**src/design/i2p_pkg.sv**
```systemverilog
`timescale 1ns / 1ps
// ----------------------------------------------------------------------------
// i2p_pkg
// Shared types, codes and the precedence table of the infix to postfix
// converter.
// ----------------------------------------------------------------------------
package i2p_pkg;

  localparam int STACK_DEPTH_DEFAULT = 16;

  typedef enum logic [2:0] {
    KIND_DIGIT  = 3'd0,
    KIND_NUMEND = 3'd1,
    KIND_VAR    = 3'd2,
    KIND_OP     = 3'd3,
    KIND_WARN   = 3'd4
  } kind_t;

  localparam logic [3:0] OP_AND      = 4'd0;
  localparam logic [3:0] OP_XOR      = 4'd1;
  localparam logic [3:0] OP_OR       = 4'd2;
  localparam logic [3:0] OP_EQ       = 4'd3;
  localparam logic [3:0] OP_GE       = 4'd4;
  localparam logic [3:0] OP_LE       = 4'd5;
  localparam logic [3:0] OP_SHL      = 4'd6;
  localparam logic [3:0] OP_SHR      = 4'd7;
  localparam logic [3:0] OP_ADD      = 4'd8;
  localparam logic [3:0] OP_SUB      = 4'd9;
  localparam logic [3:0] OP_MUL      = 4'd10;
  localparam logic [3:0] OP_DIV      = 4'd11;
  localparam logic [3:0] OP_MOD      = 4'd12;
  localparam logic [3:0] CODE_LPAREN = 4'd13;

  localparam logic [2:0] WARN_AFTER_LT = 3'd0;
  localparam logic [2:0] WARN_AFTER_GT = 3'd1;
  localparam logic [2:0] WARN_AFTER_EQ = 3'd2;
  localparam logic [2:0] WARN_UNKNOWN  = 3'd3;
  localparam logic [2:0] WARN_FULL     = 3'd4;

  localparam logic [1:0] PFX_NONE = 2'd0;
  localparam logic [1:0] PFX_LT   = 2'd1;
  localparam logic [1:0] PFX_GT   = 2'd2;
  localparam logic [1:0] PFX_EQ   = 2'd3;

  localparam logic [6:0] LVL_BIT   = 7'd10;
  localparam logic [6:0] LVL_EQ    = 7'd11;
  localparam logic [6:0] LVL_REL   = 7'd12;
  localparam logic [6:0] LVL_SHIFT = 7'd13;
  localparam logic [6:0] LVL_ADD   = 7'd14;
  localparam logic [6:0] LVL_MUL   = 7'd15;
  localparam logic [6:0] LVL_PAREN = 7'd99;

  function automatic logic [6:0] level_of(input logic [3:0] code);
    logic [6:0] lvl;
    case (code)
      OP_AND, OP_XOR, OP_OR:  lvl = LVL_BIT;
      OP_EQ:                  lvl = LVL_EQ;
      OP_GE, OP_LE:           lvl = LVL_REL;
      OP_SHL, OP_SHR:         lvl = LVL_SHIFT;
      OP_ADD, OP_SUB:         lvl = LVL_ADD;
      OP_MUL, OP_DIV, OP_MOD: lvl = LVL_MUL;
      default:                lvl = LVL_PAREN;
    endcase
    return lvl;
  endfunction

  typedef enum logic [2:0] {
    ACT_NONE,
    ACT_DIGIT,
    ACT_VAR,
    ACT_WARN,
    ACT_OPER,
    ACT_LPAREN,
    ACT_RPAREN,
    ACT_FLUSH
  } act_t;

  typedef enum logic [2:0] {
    SRC_NUMEND,
    SRC_LEAD_WARN,
    SRC_ITEM,
    SRC_TOP,
    SRC_FULL
  } emit_src_t;

  typedef enum logic [2:0] {
    ST_IDLE,
    ST_LEAD,
    ST_ACT,
    ST_TOP,
    ST_WAIT,
    ST_PUSH,
    ST_DONE
  } state_t;

  typedef struct packed {
    kind_t      kind;
    logic [3:0] digit;
    logic [3:0] op;
    logic [2:0] warn;
  } tok_t;

  typedef struct packed {
    logic      accept;
    logic      emit;
    emit_src_t src;
    logic      pop;
    logic      push;
    logic      finish;
  } dp_cmd_t;

  typedef struct packed {
    act_t act;
    logic lead_numend;
    logic lead_warn;
    logic emit_ok;
    logic out_free;
    logic hold_valid;
    logic count_zero;
    logic stack_full;
    logic top_lparen;
    logic top_stop;
  } dp_stat_t;

endpackage

```
**src/design/i2p_in_if.sv**
```systemverilog
`timescale 1ns / 1ps
// ----------------------------------------------------------------------------
// i2p_in_if
// Expression byte channel: valid/ready with one text byte or an end mark.
// ----------------------------------------------------------------------------
interface i2p_in_if;
  logic       valid;
  logic       ready;
  logic [7:0] in_byte;
  logic       end_of_input;

  modport source (output valid, output in_byte, output end_of_input, input ready);
  modport sink   (input valid, input in_byte, input end_of_input, output ready);
endinterface

```
**src/design/i2p_out_if.sv**
```systemverilog
`timescale 1ns / 1ps
// ----------------------------------------------------------------------------
// i2p_out_if
// Postfix token channel: valid/ready with one token per transfer.
// ----------------------------------------------------------------------------
interface i2p_out_if;
  logic       valid;
  logic       ready;
  logic [2:0] token_kind;
  logic [3:0] digit_value;
  logic [3:0] operator_code;
  logic [2:0] warning_code;
  logic       last_of_run;

  modport source (
    output valid, output token_kind, output digit_value, output operator_code,
    output warning_code, output last_of_run, input ready
  );
  modport sink (
    input valid, input token_kind, input digit_value, input operator_code,
    input warning_code, input last_of_run, output ready
  );
endinterface

```
**src/design/i2p_ram.sv**
```systemverilog
`timescale 1ns / 1ps
// ----------------------------------------------------------------------------
// i2p_ram
// Generic single-write, single-read RAM with registered read data.
// ----------------------------------------------------------------------------
module i2p_ram #(
  parameter int WIDTH = 4,
  parameter int DEPTH = 16
) (
  input  logic                     clk,
  input  logic                     we,
  input  logic [$clog2(DEPTH)-1:0] waddr,
  input  logic [WIDTH-1:0]         wdata,
  input  logic [$clog2(DEPTH)-1:0] raddr,
  output logic [WIDTH-1:0]         rdata
);

  logic [WIDTH-1:0] mem [DEPTH];

  always_ff @(posedge clk) begin
    if (we) begin
      mem[waddr] <= wdata;
    end
    rdata <= mem[raddr];
  end

endmodule

```
**src/design/i2p_ctrl.sv**
```systemverilog
`timescale 1ns / 1ps
// ----------------------------------------------------------------------------
// i2p_ctrl
// Sequencer: steps one accepted byte through lead tokens, its action,
// the operator stack walk and the final token release.
// ----------------------------------------------------------------------------
module i2p_ctrl (
  input  logic               clk,
  input  logic               rst,
  input  logic               in_valid,
  output logic               in_ready,
  input  i2p_pkg::dp_stat_t  st,
  output i2p_pkg::dp_cmd_t   cmd
);

  i2p_pkg::state_t state;
  i2p_pkg::state_t state_next;

  always_ff @(posedge clk) begin
    if (rst) begin
      state <= i2p_pkg::ST_IDLE;
    end else begin
      state <= state_next;
    end
  end

  always_comb begin
    state_next = state;
    in_ready   = 1'b0;
    cmd        = '0;
    cmd.src    = i2p_pkg::SRC_ITEM;
    case (state)
      i2p_pkg::ST_IDLE: begin
        in_ready = 1'b1;
        if (in_valid) begin
          cmd.accept = 1'b1;
          state_next = i2p_pkg::ST_LEAD;
        end
      end
      i2p_pkg::ST_LEAD: begin
        if (st.lead_numend) begin
          if (st.emit_ok) begin
            cmd.emit = 1'b1;
            cmd.src  = i2p_pkg::SRC_NUMEND;
          end
        end else if (st.lead_warn) begin
          if (st.emit_ok) begin
            cmd.emit = 1'b1;
            cmd.src  = i2p_pkg::SRC_LEAD_WARN;
          end
        end else begin
          state_next = i2p_pkg::ST_ACT;
        end
      end
      i2p_pkg::ST_ACT, i2p_pkg::ST_WAIT: begin
        case (st.act)
          i2p_pkg::ACT_DIGIT, i2p_pkg::ACT_VAR, i2p_pkg::ACT_WARN: begin
            if (st.emit_ok) begin
              cmd.emit   = 1'b1;
              cmd.src    = i2p_pkg::SRC_ITEM;
              state_next = i2p_pkg::ST_DONE;
            end
          end
          i2p_pkg::ACT_OPER: begin
            state_next = st.count_zero ? i2p_pkg::ST_PUSH : i2p_pkg::ST_TOP;
          end
          i2p_pkg::ACT_RPAREN, i2p_pkg::ACT_FLUSH: begin
            state_next = st.count_zero ? i2p_pkg::ST_DONE : i2p_pkg::ST_TOP;
          end
          i2p_pkg::ACT_LPAREN: begin
            state_next = i2p_pkg::ST_PUSH;
          end
          default: begin
            state_next = i2p_pkg::ST_DONE;
          end
        endcase
      end
      i2p_pkg::ST_TOP: begin
        case (st.act)
          i2p_pkg::ACT_OPER: begin
            if (st.top_stop) begin
              state_next = i2p_pkg::ST_PUSH;
            end else if (st.emit_ok) begin
              cmd.emit   = 1'b1;
              cmd.src    = i2p_pkg::SRC_TOP;
              cmd.pop    = 1'b1;
              state_next = i2p_pkg::ST_WAIT;
            end
          end
          i2p_pkg::ACT_RPAREN: begin
            if (st.top_lparen) begin
              cmd.pop    = 1'b1;
              state_next = i2p_pkg::ST_DONE;
            end else if (st.emit_ok) begin
              cmd.emit   = 1'b1;
              cmd.src    = i2p_pkg::SRC_TOP;
              cmd.pop    = 1'b1;
              state_next = i2p_pkg::ST_WAIT;
            end
          end
          i2p_pkg::ACT_FLUSH: begin
            // unmatched '(' is dropped silently
            if (st.top_lparen) begin
              cmd.pop    = 1'b1;
              state_next = i2p_pkg::ST_WAIT;
            end else if (st.emit_ok) begin
              cmd.emit   = 1'b1;
              cmd.src    = i2p_pkg::SRC_TOP;
              cmd.pop    = 1'b1;
              state_next = i2p_pkg::ST_WAIT;
            end
          end
          default: begin
            state_next = i2p_pkg::ST_DONE;
          end
        endcase
      end
      i2p_pkg::ST_PUSH: begin
        if (st.stack_full) begin
          if (st.emit_ok) begin
            cmd.emit   = 1'b1;
            cmd.src    = i2p_pkg::SRC_FULL;
            state_next = i2p_pkg::ST_DONE;
          end
        end else begin
          cmd.push   = 1'b1;
          state_next = i2p_pkg::ST_DONE;
        end
      end
      i2p_pkg::ST_DONE: begin
        if (st.hold_valid) begin
          if (st.out_free) begin
            cmd.finish = 1'b1;
            state_next = i2p_pkg::ST_IDLE;
          end
        end else begin
          state_next = i2p_pkg::ST_IDLE;
        end
      end
      default: begin
        state_next = i2p_pkg::ST_IDLE;
      end
    endcase
  end

endmodule

```
**src/design/i2p_dpath.sv**
```systemverilog
`timescale 1ns / 1ps
// ----------------------------------------------------------------------------
// i2p_dpath
// Datapath: byte decode, number and prefix state, operator stack in RAM,
// one-token hold stage (marks the last token) and output register.
// ----------------------------------------------------------------------------
module i2p_dpath #(
  parameter int STACK_DEPTH = i2p_pkg::STACK_DEPTH_DEFAULT
) (
  input  logic              clk,
  input  logic              rst,
  input  logic [7:0]        in_byte,
  input  logic              end_of_input,
  input  i2p_pkg::dp_cmd_t  cmd,
  output i2p_pkg::dp_stat_t st,
  i2p_out_if.source         tokens
);

  localparam int IW = $clog2(STACK_DEPTH);
  localparam int CW = $clog2(STACK_DEPTH + 1);

  localparam logic [7:0] CH_0     = "0";
  localparam logic [7:0] CH_9     = "9";
  localparam logic [7:0] CH_T     = "t";
  localparam logic [7:0] CH_AMP   = "&";
  localparam logic [7:0] CH_CARET = "^";
  localparam logic [7:0] CH_BAR   = "|";
  localparam logic [7:0] CH_PLUS  = "+";
  localparam logic [7:0] CH_MINUS = "-";
  localparam logic [7:0] CH_STAR  = "*";
  localparam logic [7:0] CH_SLASH = "/";
  localparam logic [7:0] CH_PCT   = "%";
  localparam logic [7:0] CH_LT    = "<";
  localparam logic [7:0] CH_GT    = ">";
  localparam logic [7:0] CH_EQ    = "=";
  localparam logic [7:0] CH_LP    = "(";
  localparam logic [7:0] CH_RP    = ")";
  localparam logic [7:0] CH_SP    = 8'h20;
  localparam logic [7:0] CH_HT    = 8'h09;
  localparam logic [7:0] CH_LF    = 8'h0A;
  localparam logic [7:0] CH_VT    = 8'h0B;
  localparam logic [7:0] CH_FF    = 8'h0C;
  localparam logic [7:0] CH_CR    = 8'h0D;

  // per-byte state
  logic [1:0]    pfx;
  logic          num_open;
  i2p_pkg::act_t act;
  logic [3:0]    code;
  logic [3:0]    digit;
  logic [2:0]    act_warn;
  logic          lead_numend;
  logic          lead_warn;
  logic [2:0]    lead_wcode;

  // decode
  i2p_pkg::act_t d_act;
  logic [3:0]    d_code;
  logic [3:0]    d_digit;
  logic [2:0]    d_warn;
  logic          d_lead_numend;
  logic          d_lead_warn;
  logic [1:0]    d_pfx_next;
  logic          d_num_open_next;
  logic [2:0]    pfx_wcode;
  logic [3:0]    digit_off;

  assign pfx_wcode = {1'b0, pfx - 2'd1};
  assign digit_off = 4'(in_byte - CH_0);

  always_comb begin
    d_act           = i2p_pkg::ACT_NONE;
    d_code          = 4'd0;
    d_digit         = 4'd0;
    d_warn          = 3'd0;
    d_lead_numend   = 1'b0;
    d_lead_warn     = 1'b0;
    d_pfx_next      = i2p_pkg::PFX_NONE;
    d_num_open_next = num_open;
    if (end_of_input) begin
      d_act           = i2p_pkg::ACT_FLUSH;
      d_lead_numend   = num_open;
      d_lead_warn     = (pfx != i2p_pkg::PFX_NONE);
      d_num_open_next = 1'b0;
    end else if (pfx != i2p_pkg::PFX_NONE) begin
      d_act  = i2p_pkg::ACT_WARN;
      d_warn = pfx_wcode;
      case (pfx)
        i2p_pkg::PFX_LT: begin
          if (in_byte == CH_LT) begin
            d_act  = i2p_pkg::ACT_OPER;
            d_code = i2p_pkg::OP_SHL;
          end else if (in_byte == CH_EQ) begin
            d_act  = i2p_pkg::ACT_OPER;
            d_code = i2p_pkg::OP_LE;
          end
        end
        i2p_pkg::PFX_GT: begin
          if (in_byte == CH_GT) begin
            d_act  = i2p_pkg::ACT_OPER;
            d_code = i2p_pkg::OP_SHR;
          end else if (in_byte == CH_EQ) begin
            d_act  = i2p_pkg::ACT_OPER;
            d_code = i2p_pkg::OP_GE;
          end
        end
        default: begin
          if (in_byte == CH_EQ) begin
            d_act  = i2p_pkg::ACT_OPER;
            d_code = i2p_pkg::OP_EQ;
          end
        end
      endcase
    end else if (in_byte >= CH_0 && in_byte <= CH_9) begin
      d_act           = i2p_pkg::ACT_DIGIT;
      d_digit         = digit_off;
      d_num_open_next = 1'b1;
    end else begin
      d_lead_numend   = num_open;
      d_num_open_next = 1'b0;
      case (in_byte)
        CH_T:     d_act = i2p_pkg::ACT_VAR;
        CH_AMP:   begin d_act = i2p_pkg::ACT_OPER; d_code = i2p_pkg::OP_AND; end
        CH_CARET: begin d_act = i2p_pkg::ACT_OPER; d_code = i2p_pkg::OP_XOR; end
        CH_BAR:   begin d_act = i2p_pkg::ACT_OPER; d_code = i2p_pkg::OP_OR;  end
        CH_PLUS:  begin d_act = i2p_pkg::ACT_OPER; d_code = i2p_pkg::OP_ADD; end
        CH_MINUS: begin d_act = i2p_pkg::ACT_OPER; d_code = i2p_pkg::OP_SUB; end
        CH_STAR:  begin d_act = i2p_pkg::ACT_OPER; d_code = i2p_pkg::OP_MUL; end
        CH_SLASH: begin d_act = i2p_pkg::ACT_OPER; d_code = i2p_pkg::OP_DIV; end
        CH_PCT:   begin d_act = i2p_pkg::ACT_OPER; d_code = i2p_pkg::OP_MOD; end
        CH_LT:    d_pfx_next = i2p_pkg::PFX_LT;
        CH_GT:    d_pfx_next = i2p_pkg::PFX_GT;
        CH_EQ:    d_pfx_next = i2p_pkg::PFX_EQ;
        CH_LP:    begin d_act = i2p_pkg::ACT_LPAREN; d_code = i2p_pkg::CODE_LPAREN; end
        CH_RP:    d_act = i2p_pkg::ACT_RPAREN;
        CH_SP, CH_HT, CH_LF, CH_VT, CH_FF, CH_CR: d_act = i2p_pkg::ACT_NONE;
        default:  begin d_act = i2p_pkg::ACT_WARN; d_warn = i2p_pkg::WARN_UNKNOWN; end
      endcase
    end
  end

  always_ff @(posedge clk) begin
    if (rst) begin
      pfx         <= i2p_pkg::PFX_NONE;
      num_open    <= 1'b0;
      act         <= i2p_pkg::ACT_NONE;
      lead_numend <= 1'b0;
      lead_warn   <= 1'b0;
    end else if (cmd.accept) begin
      pfx         <= d_pfx_next;
      num_open    <= d_num_open_next;
      act         <= d_act;
      lead_numend <= d_lead_numend;
      lead_warn   <= d_lead_warn;
    end else if (cmd.emit) begin
      if (cmd.src == i2p_pkg::SRC_NUMEND) begin
        lead_numend <= 1'b0;
      end
      if (cmd.src == i2p_pkg::SRC_LEAD_WARN) begin
        lead_warn <= 1'b0;
      end
    end
  end

  always_ff @(posedge clk) begin
    if (cmd.accept) begin
      code       <= d_code;
      digit      <= d_digit;
      act_warn   <= d_warn;
      lead_wcode <= pfx_wcode;
    end
  end

  // operator stack
  logic [CW-1:0] count;
  logic [CW-1:0] count_m1;
  logic [3:0]    top;
  logic          push_we;

  assign count_m1 = count - CW'(1);
  assign push_we  = cmd.push && (count != CW'(STACK_DEPTH));

  always_ff @(posedge clk) begin
    if (rst) begin
      count <= '0;
    end else if (push_we) begin
      count <= count + CW'(1);
    end else if (cmd.pop) begin
      count <= count_m1;
    end
  end

  i2p_ram #(
    .WIDTH (4),
    .DEPTH (STACK_DEPTH)
  ) u_stack (
    .clk   (clk),
    .we    (push_we),
    .waddr (count[IW-1:0]),
    .wdata (code),
    .raddr (count_m1[IW-1:0]),
    .rdata (top)
  );

  // token build
  i2p_pkg::tok_t new_tok;

  always_comb begin
    new_tok      = '0;
    new_tok.kind = i2p_pkg::KIND_DIGIT;
    case (cmd.src)
      i2p_pkg::SRC_NUMEND: new_tok.kind = i2p_pkg::KIND_NUMEND;
      i2p_pkg::SRC_LEAD_WARN: begin
        new_tok.kind = i2p_pkg::KIND_WARN;
        new_tok.warn = lead_wcode;
      end
      i2p_pkg::SRC_TOP: begin
        new_tok.kind = i2p_pkg::KIND_OP;
        new_tok.op   = top;
      end
      i2p_pkg::SRC_FULL: begin
        new_tok.kind = i2p_pkg::KIND_WARN;
        new_tok.warn = i2p_pkg::WARN_FULL;
      end
      default: begin
        case (act)
          i2p_pkg::ACT_DIGIT: new_tok.digit = digit;
          i2p_pkg::ACT_VAR:   new_tok.kind  = i2p_pkg::KIND_VAR;
          default: begin
            new_tok.kind = i2p_pkg::KIND_WARN;
            new_tok.warn = act_warn;
          end
        endcase
      end
    endcase
  end

  // hold stage + output register
  i2p_pkg::tok_t hold;
  logic          hold_valid;
  i2p_pkg::tok_t out_tok;
  logic          out_last;
  logic          out_valid;
  logic          out_free;
  logic          out_load;

  assign out_free = !out_valid || tokens.ready;
  assign out_load = (cmd.emit && hold_valid) || cmd.finish;

  always_ff @(posedge clk) begin
    if (rst) begin
      hold_valid <= 1'b0;
      out_valid  <= 1'b0;
    end else begin
      if (cmd.emit) begin
        hold_valid <= 1'b1;
      end else if (cmd.finish) begin
        hold_valid <= 1'b0;
      end
      if (out_load) begin
        out_valid <= 1'b1;
      end else if (tokens.ready) begin
        out_valid <= 1'b0;
      end
    end
  end

  always_ff @(posedge clk) begin
    if (cmd.emit) begin
      hold <= new_tok;
    end
    if (out_load) begin
      out_tok  <= hold;
      out_last <= cmd.finish;
    end
  end

  assign tokens.valid         = out_valid;
  assign tokens.token_kind    = out_tok.kind;
  assign tokens.digit_value   = out_tok.digit;
  assign tokens.operator_code = out_tok.op;
  assign tokens.warning_code  = out_tok.warn;
  assign tokens.last_of_run   = out_last;

  // status
  assign st.act         = act;
  assign st.lead_numend = lead_numend;
  assign st.lead_warn   = lead_warn;
  assign st.emit_ok     = !hold_valid || out_free;
  assign st.out_free    = out_free;
  assign st.hold_valid  = hold_valid;
  assign st.count_zero  = (count == '0);
  assign st.stack_full  = (count == CW'(STACK_DEPTH));
  assign st.top_lparen  = (top == i2p_pkg::CODE_LPAREN);
  assign st.top_stop    = (top >= i2p_pkg::CODE_LPAREN) ||
                          (i2p_pkg::level_of(top) < i2p_pkg::level_of(code));

endmodule

```
**src/design/infix_to_postfix_converter.sv**
```systemverilog
`timescale 1ns / 1ps
// ----------------------------------------------------------------------------
// infix_to_postfix_converter
// Shunting-yard conversion of infix expression text to postfix tokens.
// ----------------------------------------------------------------------------
// Usage:
//   expr   : one text byte per transfer, or an end mark (end_of_input = 1)
//            that closes any open number and flushes the operator stack.
//   tokens : postfix tokens, one per transfer; last_of_run marks the final
//            token caused by one input byte. A byte may cause no token.
// Sequence:
//   A byte is taken in the idle cycle and walked through a sequencer; with
//   no stack work it passes the lead, action and done states. Further steps
//   are leading number-end or prefix warning tokens, a push or full-stack
//   warning, the check of a stack top that stops an operator, the '('
//   removed by ')', and per entry popped an emit, then a fetch of the new
//   top (registered stack read). The next byte is taken only once the
//   current one is done.
// Reset: synchronous; stack empty, no number open, no prefix pending,
//   no token queued.
// Stall: a token is held one deep before the output register so the last
//   one can be marked; with both full and tokens.ready low, emits wait.
// ----------------------------------------------------------------------------
module infix_to_postfix_converter #(
  parameter int STACK_DEPTH = i2p_pkg::STACK_DEPTH_DEFAULT
) (
  input logic        clk,
  input logic        rst,
  i2p_in_if.sink     expr,
  i2p_out_if.source  tokens
);

  i2p_pkg::dp_cmd_t  cmd;
  i2p_pkg::dp_stat_t st;
  logic              in_ready;

  assign expr.ready = in_ready;

  i2p_ctrl u_ctrl (
    .clk      (clk),
    .rst      (rst),
    .in_valid (expr.valid),
    .in_ready (in_ready),
    .st       (st),
    .cmd      (cmd)
  );

  i2p_dpath #(
    .STACK_DEPTH (STACK_DEPTH)
  ) u_dpath (
    .clk          (clk),
    .rst          (rst),
    .in_byte      (expr.in_byte),
    .end_of_input (expr.end_of_input),
    .cmd          (cmd),
    .st           (st),
    .tokens       (tokens)
  );

endmodule
```
**src/flat_wrapper.sv**
```systemverilog
// flat-port wrapper written by rule: the top's interface ports become plain ports
module infix_to_postfix_converter_flat 
#(
  parameter int STACK_DEPTH = i2p_pkg::STACK_DEPTH_DEFAULT
)
  (clk, rst, expr_valid, expr_in_byte, expr_end_of_input, expr_ready, tokens_valid, tokens_token_kind, tokens_digit_value, tokens_operator_code, tokens_warning_code, tokens_last_of_run, tokens_ready);
  i2p_in_if expr_i ();
  i2p_out_if tokens_i ();
  input logic clk;
  input logic rst;
  input wire logic [$bits(expr_i.valid)-1:0] expr_valid;
  input wire logic [$bits(expr_i.in_byte)-1:0] expr_in_byte;
  input wire logic [$bits(expr_i.end_of_input)-1:0] expr_end_of_input;
  output wire logic [$bits(expr_i.ready)-1:0] expr_ready;
  output wire logic [$bits(tokens_i.valid)-1:0] tokens_valid;
  output wire logic [$bits(tokens_i.token_kind)-1:0] tokens_token_kind;
  output wire logic [$bits(tokens_i.digit_value)-1:0] tokens_digit_value;
  output wire logic [$bits(tokens_i.operator_code)-1:0] tokens_operator_code;
  output wire logic [$bits(tokens_i.warning_code)-1:0] tokens_warning_code;
  output wire logic [$bits(tokens_i.last_of_run)-1:0] tokens_last_of_run;
  input wire logic [$bits(tokens_i.ready)-1:0] tokens_ready;
  assign expr_i.valid = expr_valid;
  assign expr_i.in_byte = expr_in_byte;
  assign expr_i.end_of_input = expr_end_of_input;
  assign expr_ready = expr_i.ready;
  assign tokens_valid = tokens_i.valid;
  assign tokens_token_kind = tokens_i.token_kind;
  assign tokens_digit_value = tokens_i.digit_value;
  assign tokens_operator_code = tokens_i.operator_code;
  assign tokens_warning_code = tokens_i.warning_code;
  assign tokens_last_of_run = tokens_i.last_of_run;
  assign tokens_i.ready = tokens_ready;
  infix_to_postfix_converter #(.STACK_DEPTH(STACK_DEPTH)) u_core (.clk(clk), .rst(rst), .expr(expr_i), .tokens(tokens_i));
endmodule
```
**config.mk**
```make
export PLATFORM = sky130hd
export DESIGN_NAME = infix_to_postfix_converter_flat
export DESIGN_NICKNAME = d
export VERILOG_FILES = /design/src/design/i2p_pkg.sv /design/src/design/i2p_in_if.sv /design/src/design/i2p_out_if.sv /design/src/design/i2p_ram.sv /design/src/design/i2p_ctrl.sv /design/src/design/i2p_dpath.sv /design/src/design/infix_to_postfix_converter.sv /design/src/flat_wrapper.sv
export SDC_FILE = /design/constraint.sdc
export NUM_CORES = 1
export LEC_CHECK = 0
export BUFFER_PORTS_ARGS = -buffer_cell sky130_fd_sc_hd__buf_2
export CAP_MARGIN = 20
export CORE_MARGIN = 1
export CORE_UTILIZATION = 40
export CTS_BUF_LIST = sky130_fd_sc_hd__clkbuf_16
export CTS_CLUSTER_DIAMETER = 50
export DETAILED_ROUTE_END_ITERATION = 16
export PLACE_DENSITY = 0.59
export REMOVE_ABC_BUFFERS = 1
export SLEW_MARGIN = 20
export SYNTH_ARGS = -nofsm -noshare
export SYNTH_HDL_FRONTEND = slang
export SYNTH_HIERARCHICAL = 1
export SYNTH_SLANG_ARGS = --single-unit
```
**constraint.sdc**
```tcl
create_clock -name clk -period 3.9 [get_ports clk]
set_input_delay 0.78 -clock clk [delete_from_list [all_inputs] [get_ports clk]]
set_output_delay 0.78 -clock clk [all_outputs]
set_load 0.03 [all_outputs]
```
; Word level (Yosys, flattened, before mapping)
; Memories as Yosys holds them, arrays and structs flattened. A register that Yosys moved wholly into a read port is not among the register bits.
; Index checks and enable logic that the tools add are counted.
[totals]
input_bits = 13
elab_cells = 207
ff_bits = 60
mem_bits_ro = 192
output_inout_bits = 17
mem_count = 3
ram_bits = 64
[classes]
n_reduce_logical = 35
add_sub_neg = 4
mux = 90
bitwise = 2
n_eq_ne = 46
magnitude_cmp = 4
[mem_list]
columns = name, depth, word_bits, rd, rd_ports_with_merged_regs, write_ports, line
row1 = (name not given), 16, 6, 1, 1, 0, i2p_pkg.sv:55  ; case (code)
row2 = (name not given), 16, 6, 1, 0, 0, i2p_pkg.sv:55
row3 = u_core.u_dpath.u_stack.mem, 16, 4, 1, 1, 1, i2p_ram.sv:18  ; logic [WIDTH-1:0] mem [DEPTH];
[op_table]
columns = cell, count
row1 = $eq A8 B6 Y1 const B, 12
row2 = $mux W3, 24
row3 = $mux W4, 13
row4 = $eq A8 B4 Y1 const B, 5
row5 = $pmux W4 S8, 1
row6 = $mux W1, 29
row7 = $pmux W3 S3, 3
row8 = $eq A3 B3 Y1 const B, 8
row9 = $eq A8 B7 Y1 const B, 3
row10 = $mux W5, 4
row11 = $reduce_or A20 Y1, 1
row12 = $pmux W3 S6, 1
row13 = $pmux W4 S4, 1
row14 = $eq A3 B2 Y1 const B, 5
row15 = $pmux W3 S5, 1
row16 = $mux W2, 7
row17 = $reduce_bool A2 Y1, 7
row18 = $pmux W3 S2, 2
row19 = $pmux W3 S4, 1
row20 = $pmux W5 S2, 1
row21 = $reduce_or A2 Y1, 5
row22 = $eq A3 B1 Y1 const B, 3
row23 = $reduce_or A3 Y1, 3
row24 = $reduce_or A9 Y1, 1
row25 = 27 further kinds, 40

; Depth between registers and ports, before layout
[logic_depth]
ltp_word = 11
depth_mapped = 14
mapped_depth_nobuf = 14

; Modules after synthesis
; The synthesis kept the hierarchy.
[by_module_without_submodules]
columns = module, seq_area_each_um2, area_per_inst_um2, cells_each, n_inst
row1 = i2p_dpath, 1631.6, 3301.9, 313, 1
row2 = i2p_ram, 2001.9, 2666.3, 130, 1
row3 = i2p_ctrl, 60.1, 584.3, 85, 1

; Worst setup path after synthesis
; No wires, ideal clock.
[synth_path]
path_type = reg-to-reg
from = reg u_core.u_dpath.count[0]
to = mem u_core.u_dpath.u_stack.mem[0][0], enable pin
path_stages_with_launch = 9
required_time_ns = 3.539
setup_time_ns = 0.361
arrival_ns = 2.886
setup_slack_ns = 0.653
n_path_buf = 0
synth_period_minus_slack_ns = 3.247
cell_sequence = dfxtp_1 > inv_1 > ha_1 > nor3b_1 > and2_1 > nor4bb_1 > a21boi_1 > or3b_2 > nor3_1
[synth_lines]
columns = element, line
row1 = start: declaration, i2p_dpath.sv:175  ; logic [CW-1:0] count;
row2 = start signal: assignment, i2p_dpath.sv:187  ; count <= count + CW'(1);
row3 = start signal: assignment, i2p_dpath.sv:189  ; count <= count_m1;
row4 = end: declaration, i2p_ram.sv:18

==> impl_metrics.tcl <==
set metrics [dict create \
    outcome "completed" \
    setup_violations 0 \
    synth_area_um2 6553 \
    rr_worst_depth 13 \
    die_x_um 130.0 \
    gp_congestion 0.8685 \
    ys.flop_type "edfxtp_1" \
    grt_pass1_vias 4071 \
    final.min_clock_period_ns 3.520 \
    synth_cells 528 \
    synth_seq_cells 132 \
    fin_crit_sh_pct 90.25 \
    grt_usage_pct 16.68 \
    rr_startpoint "u_core/u_dpath/u_stack/rdata[1]" \
    yosys-top-cells-area "edfxtp_1 (48%), dfxtp_1 (8.2%), mux4_1 (5.6%), nor2_1 (3.2%), nand3_1 (1.8%)" \
    n_antenna_cell 0 \
    hold_end "u_core/u_dpath/tokens.warning_code[0]" \
    core-area_um2 15940 \
    crit_chain "o211ai_1, inv_1, nor2_1, ha_1, nor2_1, nor3_1, a211oi_1, nor3_2, o2111ai_1, o41ai_2, mux2i_1, nor3_1, and2_1" \
    slowest_stage "a211oi_1" \
    via_per_inst 5.448 \
    pwr-share-seq_pct 45.8 \
    synth.top_cell.area_share_pct 48.12 \
    grt_pass1_wl_um 21260 \
    endpoint_kind "flop" \
    p_int_mw 2.986 \
    via_count 4266 \
    min_path_cells 0 \
    htreeDepth 4 \
    netSwitchingPower_mw 1.293 \
    num_rows 46 \
    hold_buffers 0 \
    fmax_mhz 284.1 \
    finalMaxSlewViolations 0 \
    p_leak_nw 2.566 \
    dieArea_um2 16900 \
    clkTransAtPathRegs_ns 0.06 \
    crit_path_start_kind "flop" \
    ys_warn_count 6 \
    clockPowerShare_pct 33.4 \
    drt_pass1_iterations 5 \
    crit_required_ns 4.18 \
    antenna_found_initial 0 \
    postSynthAreaPerCell_um2 12.41 \
    insertion_delay_ns 0.41 \
    drc 0 \
    area_growth_pct 11.74 \
    finalHoldViolations 0 \
    post_cts_resized 0 \
    cts-root-buf "clkbuf_16" \
    cts_sinks 132 \
    routed_wl_um 12840 \
    hp-start "u_core/u_dpath/hold[0]" \
    rsz0062_at_grt "no" \
    final_common_cell "edfxtp_1" \
    power.density_nw_per_um2 584.4 \
    arrival_ns 3.80 \
    grt_max_degree 22 \
    cts_setup_buffers 0 \
    p_comb_share_pct 20.8 \
    synth_top_cell_by_area "edfxtp_1" \
    ios 30 \
    initial_core_util_pct 41.10 \
    hold_path.class "reg -> reg" \
    critPathMaxFanout 10 \
    wl_per_cell_um 16.40 \
    rrSetupSlack_ns 0.38 \
    layout_common_cells "edfxtp_1 (105), nor2_1 (55), buf_2 (29)" \
    slowest_delay_ns 0.50 \
    async_reset_ff_share_pct 0 \
    clock_path_buffers 2 \
    die_y_um 130.0 \
    drt-initial-drc-count 361 \
    cts_tree "yes" \
    numCtsBuffers 17 \
    layout.nets 576 \
    yosysUniqueCellTypes 85 \
    synth_edf_count 105 \
    worst_clock_skew_ns 0.008903 \
    slew_headroom_pct 33.92 \
    nFillCells 1475 \
    power.share.switching_pct 30.21 \
    numPortBuffers 29 \
    ant_nets 0 \
    layout-drive-gt1-share_pct 16.23 \
    worst_pin_slew_ns 0.9804 \
    final_core_util_pct 45.93 \
    gr-total-overflow 0 \
    dp_hpwl_um 8901 \
    peakVddDrop_v 0.0002848 \
    yosysSeqAreaShare_pct 56.37 \
    timing.rr.end "u_core/u_dpath/hold[9]" \
    critPathKind "reg -> reg" \
    maxCapViolations 0 \
    finalSetupTns_ns 0 \
]
[worst max-delay path by stage]
stage / startpoint / end / slack [ns]
after detailed placement: u_core/u_dpath/u_stack/rdata[1] / u_core/u_dpath/hold[10] / 0.40
after global routing: u_core/u_dpath/u_stack/rdata[1] / u_core/u_dpath/hold[7] / 0.13
after global placement: u_core/u_dpath/u_stack/rdata[1] / u_core/u_dpath/hold[9] / 0.66
after CTS: u_core/u_dpath/u_stack/rdata[1] / u_core/u_dpath/hold[10] / 0.37
after floorplan: u_core/u_dpath/count[0] / u_core/u_dpath/u_stack/mem[0][0] / 0.34
final: u_core/u_dpath/u_stack/rdata[1] / u_core/u_dpath/hold[9] / 0.38
[layout make-up]
| class | count | area, um^2 | share of cell area (%) |
|---|---|---|---|
| Sequential cell | 132 | 3694 | 50.44 |
| Multi-Input combinational cell | 345 | 2536 | 34.64 |
| Clock buffer | 17 | 425.4 | 5.810 |
| Tap cell | 216 | 270.3 | 3.691 |
| Timing Repair Buffer | 36 | 197.7 | 2.700 |
| Clock inverter | 15 | 116.4 | 1.589 |
| Inverter | 22 | 82.58 | 1.128 |
[power by group through the flow]
stage / clock [mW] / combinational (mW) / sequential, mW
after floorplan: 0 / 0.662 / 1.91
after global placement: 0 / 0.863 / 1.98
after detailed placement: 0 / 0.883 / 1.99
after CTS: 1.46 / 0.887 / 1.96
after global routing: 1.52 / 0.991 / 1.99
final: 1.43 / 0.889 / 1.96
[registers in the layout (all words and copies together), names as in the netlist, 2 cells and up, named ones only]
register	flops
u_core/u_dpath/count	5
u_core/u_dpath/hold	14
u_core/u_ctrl/state	3
u_core/u_dpath/pfx	2
u_core/u_dpath/lead_wcode	2
u_core/u_dpath/digit	4
u_core/u_dpath/act_warn	2
u_core/u_dpath/act	3
u_core/u_dpath/tokens.token_kind	3
u_core/u_dpath/tokens.operator_code	4
u_core/u_dpath/tokens.digit_value	4
u_core/u_dpath/u_stack/mem	64
u_core/u_dpath/tokens.warning_code	3
u_core/u_dpath/code	4
u_core/u_dpath/u_stack/rdata	4
[cells in the mapped netlist, types with 3 or more instances]
cell type    n
dfxtp_1     27
o21a_1       3
a31oi_1      3
a211oi_2     3
buf_2        4
o22ai_1      5
a22oi_1      8
o2bb2ai_1    4
ha_1         9
and2_1      12
buf_6        7
o2111ai_1    3
and4bb_1     3
inv_1       21
edfxtp_1   105
o221ai_1     3
o21ai_1      3
nand3_1     24
buf_4       10
o21ai_0     13
a21oi_1     20
xnor2_1      6
nand2b_1    17
nor3b_1      5
clkbuf_1     4
nor2_2       3
nor2b_1      9
nor3_1      16
nand3b_1     9
mux4_1      14
nor2_1      55
xor2_1       4
nand2_1     25
[layer usage]
metal,track usage (%),wire length [um],vias to the layer above
met4,7.592,232,0
met1,22.76,6139,2063
met3,3.239,538,17
met5,0,0,-
li1,-,-,2062
met2,25.83,5927,124
[metrics by stage]
stage	cells	area, um^2	power, mW	setup slack (ns)	hold slack (ns)
2_1_floorplan	499	6305	2.573	0.3402	0.4003
3_3_place_gp	751	6780	2.842	0.6614	0.4019
3_5_place_dp	751	6780	2.876	0.4033	0.4045
4_1_cts	783	7322	4.309	0.3713	0.4180
5_1_grt	783	7322	4.504	0.1298	0.4242
6_report	783	7322	4.279	0.3801	0.4166
[worst max-delay path, delay by kind of cell, from the launching register on]
kind            cells  cell delay [ns]
mux                 1             0.21
fa+ha+maj           1             0.25
buf+inv             1             0.12
simple gates        6             1.04
compound gates      4             1.45
flops               1             0.34
[cell families (layout without fill, tap and decap cells)]
kind of cell / Yosys count / in the layout / synth area share (%)
simple gates: 207 / 207 / 17.45
flops: 132 / 132 / 56.37
compound gates: 98 / 98 / 10.96
buf+inv: 51 / 90 / 5.041
mux: 21 / 21 / 7.122
xor+xnor: 10 / 10 / 1.337
fa+ha+maj: 9 / 9 / 1.719
Note: power is estimated with default switching activity, not from simulation.
